### src/design/cbct_pkg.sv
// ----------------------------------------------------------------------------
// Color blob centroid tracker package
// Shared widths, move codes and the command bundle between control and datapath.
// ----------------------------------------------------------------------------
package cbct_pkg;

    localparam int COORD_BITS = 10;
    localparam int CHAN_BITS  = 8;
    localparam int SUM_BITS   = 3 * COORD_BITS;
    localparam int COUNT_BITS = 2 * COORD_BITS + 1;
    localparam int STEP_BITS  = $clog2(SUM_BITS);
    localparam int CFG_BITS   = (COORD_BITS > CHAN_BITS) ? COORD_BITS : CHAN_BITS;
    localparam int IDX_BITS   = 3;
    localparam int MOVE_BITS  = 3;

    localparam int IN_RAW   = 3 * CHAN_BITS + 2 * COORD_BITS;
    localparam int IN_BITS  = ((IN_RAW + 7) / 8) * 8;
    localparam int OUT_RAW  = 3 * CHAN_BITS + 2 * COORD_BITS + MOVE_BITS;
    localparam int OUT_BITS = ((OUT_RAW + 7) / 8) * 8;

    // Configuration register indexes.
    localparam logic [IDX_BITS-1:0] REG_HUE_REF  = 3'd0;
    localparam logic [IDX_BITS-1:0] REG_SAT_REF  = 3'd1;
    localparam logic [IDX_BITS-1:0] REG_VAL_REF  = 3'd2;
    localparam logic [IDX_BITS-1:0] REG_HUE_TOL  = 3'd3;
    localparam logic [IDX_BITS-1:0] REG_SAT_TOL  = 3'd4;
    localparam logic [IDX_BITS-1:0] REG_VAL_TOL  = 3'd5;
    localparam logic [IDX_BITS-1:0] REG_CENTER_X = 3'd6;
    localparam logic [IDX_BITS-1:0] REG_CENTER_Y = 3'd7;

    // Pan and tilt move codes.
    localparam logic [MOVE_BITS-1:0] MV_NONE       = 3'd0;
    localparam logic [MOVE_BITS-1:0] MV_DOWN_RIGHT = 3'd1;
    localparam logic [MOVE_BITS-1:0] MV_UP_RIGHT   = 3'd2;
    localparam logic [MOVE_BITS-1:0] MV_DOWN_LEFT  = 3'd3;
    localparam logic [MOVE_BITS-1:0] MV_UP_LEFT    = 3'd4;

    typedef struct packed {
        logic load_pix;    // ordinary pixel transfer: register its result
        logic capture;     // frame-end transfer: accumulate and start the divide
        logic step;        // one restoring-division step
        logic load_frame;  // register the frame-end result
    } t_cmd;

endpackage

### src/design/cbct_ctrl.sv
// ----------------------------------------------------------------------------
// Color blob centroid tracker controller
// Sequences pixel transfers, the bit-serial centroid divide and the output slot.
// ----------------------------------------------------------------------------
module cbct_ctrl (
    input  logic          i_clk,
    input  logic          i_rst_n,
    input  logic          i_in_valid,
    input  logic          i_in_last,
    input  logic          i_out_ready,
    output logic          o_in_ready,
    output logic          o_out_valid,
    output cbct_pkg::t_cmd o_cmd
);
    import cbct_pkg::*;

    typedef enum logic [2:0] {
        S_RUN = 3'b001,
        S_DIV = 3'b010,
        S_FIN = 3'b100
    } t_state;

    t_state               r_state, n_state;
    logic [STEP_BITS-1:0] r_step, n_step;
    logic                 r_out_valid, n_out_valid;
    logic                 slot_free;
    logic                 accept;
    t_cmd                 cmd;

    assign slot_free  = !r_out_valid || i_out_ready;
    assign o_in_ready = (r_state == S_RUN) && slot_free;
    assign accept     = i_in_valid && o_in_ready;

    always_comb begin
        cmd            = '0;
        cmd.load_pix   = accept && !i_in_last;
        cmd.capture    = accept && i_in_last;
        cmd.step       = (r_state == S_DIV);
        cmd.load_frame = (r_state == S_FIN) && slot_free;
    end

    always_comb begin
        n_state = r_state;
        n_step  = r_step;
        unique case (r_state)
            S_RUN: begin
                if (cmd.capture) begin
                    n_state = S_DIV;
                    n_step  = '0;
                end
            end
            S_DIV: begin
                if (r_step == STEP_BITS'(SUM_BITS - 1)) begin
                    n_state = S_FIN;
                end else begin
                    n_step = r_step + 1'b1;
                end
            end
            S_FIN: begin
                if (cmd.load_frame) begin
                    n_state = S_RUN;
                end
            end
            default: n_state = S_RUN;
        endcase
    end

    always_comb begin
        if (cmd.load_pix || cmd.load_frame) begin
            n_out_valid = 1'b1;
        end else if (i_out_ready) begin
            n_out_valid = 1'b0;
        end else begin
            n_out_valid = r_out_valid;
        end
    end

    always_ff @(posedge i_clk) begin
        if (!i_rst_n) begin
            r_state     <= S_RUN;
            r_step      <= '0;
            r_out_valid <= 1'b0;
        end else begin
            r_state     <= n_state;
            r_step      <= n_step;
            r_out_valid <= n_out_valid;
        end
    end

    assign o_out_valid = r_out_valid;
    assign o_cmd       = cmd;

    // A frame end always runs the full divide before anything else is taken.
    a_capture_starts_div: assert property (@(posedge i_clk) disable iff (!i_rst_n)
        cmd.capture |=> (r_state == S_DIV) && (r_step == '0))
        else $error("frame end did not start the divide at step zero");

    a_no_input_while_busy: assert property (@(posedge i_clk) disable iff (!i_rst_n)
        (r_state != S_RUN) |-> !o_in_ready)
        else $error("input ready while the divide is busy");

    a_result_not_dropped: assert property (@(posedge i_clk) disable iff (!i_rst_n)
        (r_out_valid && !i_out_ready) |=> r_out_valid)
        else $error("pending result lost without a transfer");

    a_frame_load_slot_free: assert property (@(posedge i_clk) disable iff (!i_rst_n)
        cmd.load_frame |-> (r_state == S_FIN) && slot_free)
        else $error("frame result loaded over a pending result");

endmodule

### src/design/cbct_dp.sv
// ----------------------------------------------------------------------------
// Color blob centroid tracker datapath
// Config registers, color window match, saturating sums, divider and output.
// ----------------------------------------------------------------------------
module cbct_dp (
    input  logic                            i_clk,
    input  logic                            i_rst_n,
    input  logic                            i_cfg_we,
    input  logic [cbct_pkg::IDX_BITS-1:0]   i_cfg_idx,
    input  logic [cbct_pkg::CFG_BITS-1:0]   i_cfg_data,
    input  logic [cbct_pkg::IN_BITS-1:0]    i_pix,
    input  cbct_pkg::t_cmd                  i_cmd,
    output logic [cbct_pkg::OUT_BITS-1:0]   o_data,
    output logic                            o_matched,
    output logic                            o_frame_done
);
    import cbct_pkg::*;

    logic [CHAN_BITS-1:0]  r_hue_ref, r_sat_ref, r_val_ref;
    logic [CHAN_BITS-1:0]  r_hue_tol, r_sat_tol, r_val_tol;
    logic [COORD_BITS-1:0] r_center_x, r_center_y;

    logic [CHAN_BITS-1:0]  pix_hue, pix_sat, pix_val;
    logic [COORD_BITS-1:0] pix_row, pix_col;
    logic                  hit;

    logic [SUM_BITS-1:0]   r_row_sum, r_col_sum;
    logic [COUNT_BITS-1:0] r_count;
    logic [SUM_BITS-1:0]   row_sum_upd, col_sum_upd;
    logic [COUNT_BITS-1:0] count_upd;
    logic [SUM_BITS:0]     row_add, col_add;
    logic [COUNT_BITS:0]   count_add;

    logic [SUM_BITS-1:0]   r_qx, r_qy;
    logic [COUNT_BITS-1:0] r_rx, r_ry, r_den;
    logic [COUNT_BITS:0]   trial_x, trial_y;
    logic                  ge_x, ge_y;
    logic [COORD_BITS-1:0] cen_x, cen_y;
    logic [MOVE_BITS-1:0]  move;

    logic                  r_pend_hit;
    logic [CHAN_BITS-1:0]  r_pend_hue, r_pend_sat, r_pend_val;

    logic [CHAN_BITS-1:0]  r_o_hue, r_o_sat, r_o_val;
    logic [COORD_BITS-1:0] r_o_cx, r_o_cy;
    logic [MOVE_BITS-1:0]  r_o_move;
    logic                  r_o_matched, r_o_done;

    function automatic logic in_window(input logic [CHAN_BITS-1:0] p,
                                       input logic [CHAN_BITS-1:0] r,
                                       input logic [CHAN_BITS-1:0] t);
        logic [CHAN_BITS:0] pt;
        logic [CHAN_BITS:0] rt;
        pt = {1'b0, p} + {1'b0, t};
        rt = {1'b0, r} + {1'b0, t};
        // Same as r - t <= p <= r + t in signed arithmetic, without wrap.
        return (pt >= {1'b0, r}) && ({1'b0, p} <= rt);
    endfunction

    // Configuration registers.
    always_ff @(posedge i_clk) begin
        if (!i_rst_n) begin
            r_hue_ref  <= '0;
            r_sat_ref  <= '0;
            r_val_ref  <= '0;
            r_hue_tol  <= CHAN_BITS'(20);
            r_sat_tol  <= CHAN_BITS'(50);
            r_val_tol  <= CHAN_BITS'(50);
            r_center_x <= COORD_BITS'(160);
            r_center_y <= COORD_BITS'(120);
        end else if (i_cfg_we) begin
            unique case (i_cfg_idx)
                REG_HUE_REF:  r_hue_ref  <= i_cfg_data[CHAN_BITS-1:0];
                REG_SAT_REF:  r_sat_ref  <= i_cfg_data[CHAN_BITS-1:0];
                REG_VAL_REF:  r_val_ref  <= i_cfg_data[CHAN_BITS-1:0];
                REG_HUE_TOL:  r_hue_tol  <= i_cfg_data[CHAN_BITS-1:0];
                REG_SAT_TOL:  r_sat_tol  <= i_cfg_data[CHAN_BITS-1:0];
                REG_VAL_TOL:  r_val_tol  <= i_cfg_data[CHAN_BITS-1:0];
                REG_CENTER_X: r_center_x <= i_cfg_data[COORD_BITS-1:0];
                REG_CENTER_Y: r_center_y <= i_cfg_data[COORD_BITS-1:0];
                default: ;
            endcase
        end
    end

    assign pix_hue = i_pix[CHAN_BITS-1:0];
    assign pix_sat = i_pix[2*CHAN_BITS-1:CHAN_BITS];
    assign pix_val = i_pix[3*CHAN_BITS-1:2*CHAN_BITS];
    assign pix_row = i_pix[3*CHAN_BITS+COORD_BITS-1:3*CHAN_BITS];
    assign pix_col = i_pix[3*CHAN_BITS+2*COORD_BITS-1:3*CHAN_BITS+COORD_BITS];

    assign hit = in_window(pix_hue, r_hue_ref, r_hue_tol) &&
                 in_window(pix_sat, r_sat_ref, r_sat_tol) &&
                 in_window(pix_val, r_val_ref, r_val_tol);

    // Saturating accumulation; the carry out selects the all-ones value.
    assign row_add   = {1'b0, r_row_sum} + (SUM_BITS + 1)'(pix_row);
    assign col_add   = {1'b0, r_col_sum} + (SUM_BITS + 1)'(pix_col);
    assign count_add = {1'b0, r_count} + (COUNT_BITS + 1)'(1);

    always_comb begin
        row_sum_upd = r_row_sum;
        col_sum_upd = r_col_sum;
        count_upd   = r_count;
        if (hit) begin
            row_sum_upd = row_add[SUM_BITS] ? '1 : row_add[SUM_BITS-1:0];
            col_sum_upd = col_add[SUM_BITS] ? '1 : col_add[SUM_BITS-1:0];
            count_upd   = count_add[COUNT_BITS] ? '1 : count_add[COUNT_BITS-1:0];
        end
    end

    always_ff @(posedge i_clk) begin
        if (!i_rst_n) begin
            r_row_sum <= '0;
            r_col_sum <= '0;
            r_count   <= COUNT_BITS'(1);
        end else if (i_cmd.capture) begin
            r_row_sum <= '0;
            r_col_sum <= '0;
            r_count   <= COUNT_BITS'(1);
        end else if (i_cmd.load_pix) begin
            r_row_sum <= row_sum_upd;
            r_col_sum <= col_sum_upd;
            r_count   <= count_upd;
        end
    end

    // Restoring divider, one quotient bit per step for both axes.
    assign trial_x = {r_rx, r_qx[SUM_BITS-1]};
    assign trial_y = {r_ry, r_qy[SUM_BITS-1]};
    assign ge_x    = trial_x >= {1'b0, r_den};
    assign ge_y    = trial_y >= {1'b0, r_den};

    always_ff @(posedge i_clk) begin
        if (i_cmd.capture) begin
            r_qx       <= col_sum_upd;
            r_qy       <= row_sum_upd;
            r_den      <= count_upd;
            r_rx       <= '0;
            r_ry       <= '0;
            r_pend_hit <= hit;
            r_pend_hue <= pix_hue;
            r_pend_sat <= pix_sat;
            r_pend_val <= pix_val;
        end else if (i_cmd.step) begin
            r_qx <= {r_qx[SUM_BITS-2:0], ge_x};
            r_qy <= {r_qy[SUM_BITS-2:0], ge_y};
            r_rx <= ge_x ? COUNT_BITS'(trial_x - {1'b0, r_den}) : trial_x[COUNT_BITS-1:0];
            r_ry <= ge_y ? COUNT_BITS'(trial_y - {1'b0, r_den}) : trial_y[COUNT_BITS-1:0];
        end
    end

    // A quotient above the coordinate range clamps to the coordinate maximum.
    assign cen_x = (|r_qx[SUM_BITS-1:COORD_BITS]) ? '1 : r_qx[COORD_BITS-1:0];
    assign cen_y = (|r_qy[SUM_BITS-1:COORD_BITS]) ? '1 : r_qy[COORD_BITS-1:0];

    always_comb begin
        if (cen_x > r_center_x && cen_y > r_center_y) begin
            move = MV_DOWN_RIGHT;
        end else if (cen_x > r_center_x && cen_y < r_center_y) begin
            move = MV_UP_RIGHT;
        end else if (cen_x < r_center_x && cen_y > r_center_y) begin
            move = MV_DOWN_LEFT;
        end else if (cen_x < r_center_x && cen_y < r_center_y) begin
            move = MV_UP_LEFT;
        end else begin
            move = MV_NONE;
        end
    end

    // Output register.
    always_ff @(posedge i_clk) begin
        if (i_cmd.load_pix) begin
            r_o_hue     <= hit ? pix_hue : '0;
            r_o_sat     <= hit ? pix_sat : '0;
            r_o_val     <= hit ? pix_val : '0;
            r_o_matched <= hit;
            r_o_done    <= 1'b0;
            r_o_cx      <= '0;
            r_o_cy      <= '0;
            r_o_move    <= MV_NONE;
        end else if (i_cmd.load_frame) begin
            r_o_hue     <= r_pend_hit ? r_pend_hue : '0;
            r_o_sat     <= r_pend_hit ? r_pend_sat : '0;
            r_o_val     <= r_pend_hit ? r_pend_val : '0;
            r_o_matched <= r_pend_hit;
            r_o_done    <= 1'b1;
            r_o_cx      <= cen_x;
            r_o_cy      <= cen_y;
            r_o_move    <= move;
        end
    end

    assign o_data = OUT_BITS'({r_o_move, r_o_cy, r_o_cx, r_o_val, r_o_sat, r_o_hue});
    assign o_matched    = r_o_matched;
    assign o_frame_done = r_o_done;

endmodule

### src/design/color_blob_centroid_tracker_unit.sv
// An ordinary pixel's result is registered on its transfer and is valid in the next cycle.
// Throughput: one ordinary pixel per cycle while the result side keeps up.
// On a frame-end pixel the bit-serial divider resolves one centroid bit per cycle
// on both axes at once; no new pixel is taken until the frame result is loaded.
// Reset (synchronous, active low) clears sums to 0, count to 1, loads the
// register defaults and clears output valid; the output data is not reset.
// ----------------------------------------------------------------------------
// Color blob centroid tracker
// HSV color window match with per-frame centroid and pan/tilt move code.
// ----------------------------------------------------------------------------
module color_blob_centroid_tracker_unit (
    input  logic                          i_clk,
    input  logic                          i_rst_n,
    input  logic                          i_cfg_we,
    input  logic [cbct_pkg::IDX_BITS-1:0] i_cfg_idx,
    input  logic [cbct_pkg::CFG_BITS-1:0] i_cfg_data,
    input  logic                          s_axis_tvalid,
    output logic                          s_axis_tready,
    // hue, sat, val, row, col (lowest bit up), zero padded
    input  logic [cbct_pkg::IN_BITS-1:0]  s_axis_tdata,
    input  logic                          s_axis_tlast,   // end_of_frame
    output logic                          m_axis_tvalid,
    input  logic                          m_axis_tready,
    // out_hue, out_sat, out_val, centroid_x, centroid_y, move_code, zero padded
    output logic [cbct_pkg::OUT_BITS-1:0] m_axis_tdata,
    output logic                          m_axis_tuser,   // matched
    output logic                          m_axis_tlast    // frame_done
);
    import cbct_pkg::*;

    t_cmd cmd;

    cbct_ctrl u_ctrl (
        .i_clk       (i_clk),
        .i_rst_n     (i_rst_n),
        .i_in_valid  (s_axis_tvalid),
        .i_in_last   (s_axis_tlast),
        .i_out_ready (m_axis_tready),
        .o_in_ready  (s_axis_tready),
        .o_out_valid (m_axis_tvalid),
        .o_cmd       (cmd)
    );

    cbct_dp u_dp (
        .i_clk        (i_clk),
        .i_rst_n      (i_rst_n),
        .i_cfg_we     (i_cfg_we),
        .i_cfg_idx    (i_cfg_idx),
        .i_cfg_data   (i_cfg_data),
        .i_pix        (s_axis_tdata),
        .i_cmd        (cmd),
        .o_data       (m_axis_tdata),
        .o_matched    (m_axis_tuser),
        .o_frame_done (m_axis_tlast)
    );

endmodule

### config.mk
export PLATFORM = sky130hd
export DESIGN_NAME = color_blob_centroid_tracker_unit
export DESIGN_NICKNAME = d
export VERILOG_FILES = /design/src/design/cbct_pkg.sv /design/src/design/cbct_ctrl.sv /design/src/design/cbct_dp.sv /design/src/design/color_blob_centroid_tracker_unit.sv
export SDC_FILE = /design/constraint.sdc
export NUM_CORES = 1
export LEC_CHECK = 0
export BUFFER_PORTS_ARGS = -buffer_cell sky130_fd_sc_hd__clkbuf_2
export CAP_MARGIN = 20
export CORE_MARGIN = 4
export CORE_UTILIZATION = 48
export CTS_CLUSTER_DIAMETER = 40
export DETAILED_ROUTE_END_ITERATION = 12
export PLACE_DENSITY = 0.65
export SYNTH_ARGS = -nofsm -noshare
export SYNTH_HDL_FRONTEND = slang
export SYNTH_SLANG_ARGS = --single-unit
### constraint.sdc
create_clock -name i_clk -period 5.3 [get_ports i_clk]
set_input_delay 0.265 -clock i_clk [delete_from_list [all_inputs] [get_ports i_clk]]
set_output_delay 0.265 -clock i_clk [all_outputs]
set_load 0.05 [all_outputs]
==> key figures <==
Clocking
  – Clk_lat worst skew: 0.60 ns
  – CTS HTree Levels: 3
  – Sink Count: 355
  – Post CTS Setup Buffer Count: 0
  – Clk pin slew, worst setup/hold paths: 0.06 ns
  – Post_cts resized: 0
  – CTS tree: yes
  – CTS root buf: clkbuf_16
  – CTS buffer count: 66
  – Longest Clk Path Bufs: 3

Setup path
  – CP startpoint: u_dp.r_sat_tol[1]
  – Worst EP arrival: 5.48 ns
  – Worst path bufs/invs: 3
  – Critical path depth: 19
  – Crit path kind: reg -> reg
  – CP dominant cell by count: a21oi_1
  – Crit start category: flip-flop
  – CP required: 5.80 ns
  – Worst reg-to-reg path cell count: 19
  – Slowest cell on crit path: o311ai_0
  – CP Cell Sequence: ha_1, a21o_1, a21oi_1, o21bai_1, a21oi_1, o21ai_0, a21oi_1, xnor2_1, ha_1, nand3_1, o311ai_0, buf_4, a2bb2oi_4, nand3_4, buf_12, nor2_4, buf_4, a21oi_1, nor3_1
  – Crit-path max FO: 30
  – R2R Path End: u_dp.r_count[17]
  – End point of the critical path: u_dp.r_count[17]
  – Critical path's top delay family: compound AO/OA/AOI/OAI gates
  – Max stage delay on crit path: 0.65 ns
  – R2R Path Start: u_dp.r_sat_tol[1]
  – Crit end category: flip-flop
  – Register-to-register setup slack: 0.32 ns

Logic synthesis
  – Post-synth ARST share: 0%
  – Count of unique library cells instantiated by Yosys: 99
  – Number of synthesized flops with an enable pin: 131
  – Top cells by area, synth: dfxtp_1 20%, edfxtp_1 18%, ha_1 10%
  – Sequential share of the synthesized area: 38.3%
  – Post-Syn Instances: 2527
  – Cell type with the largest total area after synthesis: dfxtp_1
  – Mapped cell area: 22000 µm²
  – Yosys reg bits: 355
  – Top_reg_cell synth: dfxtp_1
  – Synth top area share: 20.4%
  – Synth Net Count: 2785
  – Synth warnings: 0
  – Mapped Avg Cell Area: 8.70 µm²
  – Most frequent cell after synthesis: nand2_1
  – Top post-synthesis cells by count: 340 x nand2_1, 224 x dfxtp_1, 187 x nor2_1

Place
  – Port Buf Inserts: 113
  – GPL Wtd Cong: 0.891
  – Dpl hpwl: 43600 µm

GRT
  – GRT Util Overall: 24.1%
  – Total grt overflow: 0
  – First-pass GRT wire length: 97500 µm
  – Largest net degree at the start of global routing: 92
  – Vias in the first global route: 18400
  – Antenna violations before repair: 0

Timing
  – Setup violations, final: 0
  – Max frequency: 201 MHz
  – Final period util: 94.0%
  – Setup_tns: 0 ns
  – Rel. slew slack: 23.7%
  – Minimum clock period: 4.98 ns
  – Final hold vios: 0
  – Worst slew pin tran: 1.14 ns
  – Skew final: 0.0319 ns
  – Slew Viols, Final: 0
  – Unrepaired setup endpoints after global routing: false

Detailed routing
  – Drt pass-1 iters: 5
  – Drt via density: 5.87
  – WL/cell: 18.7 µm
  – Number of remaining DRC errors: 0
  – ANT nets after route: 0
  – Final wirelength: 61800 µm
  – Initial DRC Count: 1547
  – DR vias: 19300

Pwr
  – PnR Total Power: 8.14 mW
  – Peak supply drop: 0.000265 V
  – P_leak: 10.2 nW
  – Power density over the cells: 317 nW/µm²

Die
  – IO Pins: 119
  – Initial core utilization: 48.5%
  – Die height: 222 µm
  – # rows: 78
  – Die span in x: 222 µm
  – Core area: 45400 µm²
  – Full die area: 49300 µm²

Final layout
  – Multi-input logic area: 12600 µm²
  – Synth-to-layout area growth: 16.8%
  – # nets final: 2902
  – Fill count: 4056
  – Antenna diodes: 0
  – Reg area: 8420 µm²
  – Layout cells sized above 1: 12.4%

Worst hold path
  – HP Class: in -> reg

Run status
  – Status: completed

Flow run
  – Max cap viols: 0
-- metrics by stage --
| stage | utilization [%] | instances | hold slack (ns) | worst slack [ns] | area (µm²) |
|---|---|---|---|---|---|
| floorplan | - | 2527 | 0.364 | 0.716 | 22000 |
| global placement | 50.9 | 3149 | 0.439 | 0.525 | 23100 |
| detailed placement | 50.9 | 3149 | 0.448 | 0.437 | 23100 |
| CTS | 56.5 | 3297 | 0.00885 | 0.428 | 25700 |
| global route | 56.6 | 3298 | 0.0441 | 0.0173 | 25700 |
| finish | 56.6 | 3298 | 0.0521 | 0.319 | 25700 |
-- per-layer routing --
layer  GRT usage [%]  wire length (µm)  up-vias
li1                -                 -     9411
met5               0                 0        -
met4            8.00              1940        0
met1            32.7             28000     9203
met2            39.3             28300      609
met3            4.21              3630      126
-- how the worst min path moves through the flow --
| stage | slack, ns | depth (start not counted) | end | start |
|---|---|---|---|---|
| 6_report | 0.05 | 2 | u_dp.r_col_sum[13] | i_rst_n |
| 3_3_place_gp | 0.44 | 2 | u_dp.r_rx[20] | u_dp.r_rx[20] |
| 2_1_floorplan | 0.36 | 0 | u_dp.r_pend_hue[0] | s_axis_tdata[0] |
| 5_1_grt | 0.04 | 2 | u_dp.r_col_sum[20] | i_rst_n |
| 3_5_place_dp | 0.45 | 2 | u_dp.r_rx[20] | u_dp.r_rx[20] |
| 4_1_cts | 0.009 | 2 | u_dp.r_col_sum[13] | i_rst_n |
-- kinds of logic after synthesis --
| family | Yosys count | share of synthesized area [%] |
|---|---|---|
| compound gates | 690 | 20.6 |
| xor+xnor | 102 | 4.06 |
| fa+ha+maj | 191 | 11.2 |
| buf+inv | 252 | 4.71 |
| flops | 355 | 38.3 |
| mux | 36 | 1.67 |
| other cells | 1 | 0.0171 |
| simple gates | 900 | 19.4 |
-- power by group --
| group | switching (mW) | internal [mW] | leakage, nW | total [mW] |
|---|---|---|---|---|
| combinational | 0.547 | 0.313 | 6.01 | 0.860 |
| sequential | 0.0564 | 2.93 | 3.06 | 2.99 |
| clock | 1.57 | 2.72 | 1.11 | 4.29 |
| total | 2.17 | 5.97 | 10.2 | 8.14 |
-- flip-flops by register name (all words and copies together), names as in the netlist, 10 cells and up --
register,flops
u_dp.r_ry,21
u_dp.r_o_cx,10
u_dp.r_count,21
u_dp.r_row_sum,30
u_dp.r_center_y,10
u_dp.r_o_cy,10
u_dp.r_center_x,10
u_dp.r_den,21
u_dp.r_col_sum,30
u_dp.r_rx,21
u_dp.r_qy,30
u_dp.r_qx,30
-- worst register-to-register path: cells and delay by family (launching register included) --
family,cells,cell delay (ns)
xor+xnor,1,0.09
simple gates,4,0.99
fa+ha+maj,2,0.57
buf+inv,3,0.88
flops,1,0.43
compound gates,9,1.96
-- layout by cell type, fill, tap and decap left out, types with 28 or more instances in the layout --
cell | Yosys | final
clkbuf_16 | 0 | 70
o21ai_0 | 140 | 140
nand4_1 | 46 | 46
and3_1 | 33 | 33
inv_1 | 128 | 126
clkbuf_2 | 4 | 113
a211oi_1 | 28 | 28
dfxtp_1 | 224 | 224
xor2_1 | 41 | 41
xnor2_1 | 61 | 61
ha_1 | 181 | 181
mux2i_1 | 30 | 30
nor2_1 | 187 | 185
edfxtp_1 | 131 | 131
a21oi_1 | 181 | 181
a21boi_0 | 55 | 55
nand3_1 | 80 | 80
nor3_1 | 70 | 70
a21o_1 | 36 | 36
nand2_1 | 340 | 338
-- cell type report --
| type | instances | share of cell area [%] |
|---|---|---|
| clock inverter | 44 | 1.80 |
| clock buffer | 78 | 7.13 |
| multi-input combinational | 1920 | 48.9 |
| inverter | 129 | 1.89 |
| sequential | 355 | 32.8 |
| timing repair buffer | 172 | 4.55 |
| tap | 600 | 2.92 |
-- what timing repair did --
action,in CTS,in global routing
hold buffers,26,0
setup endpoints to repair,0,1
hold endpoints to repair,28,0
No activity file was read; power rests on OpenSTA's default activity.
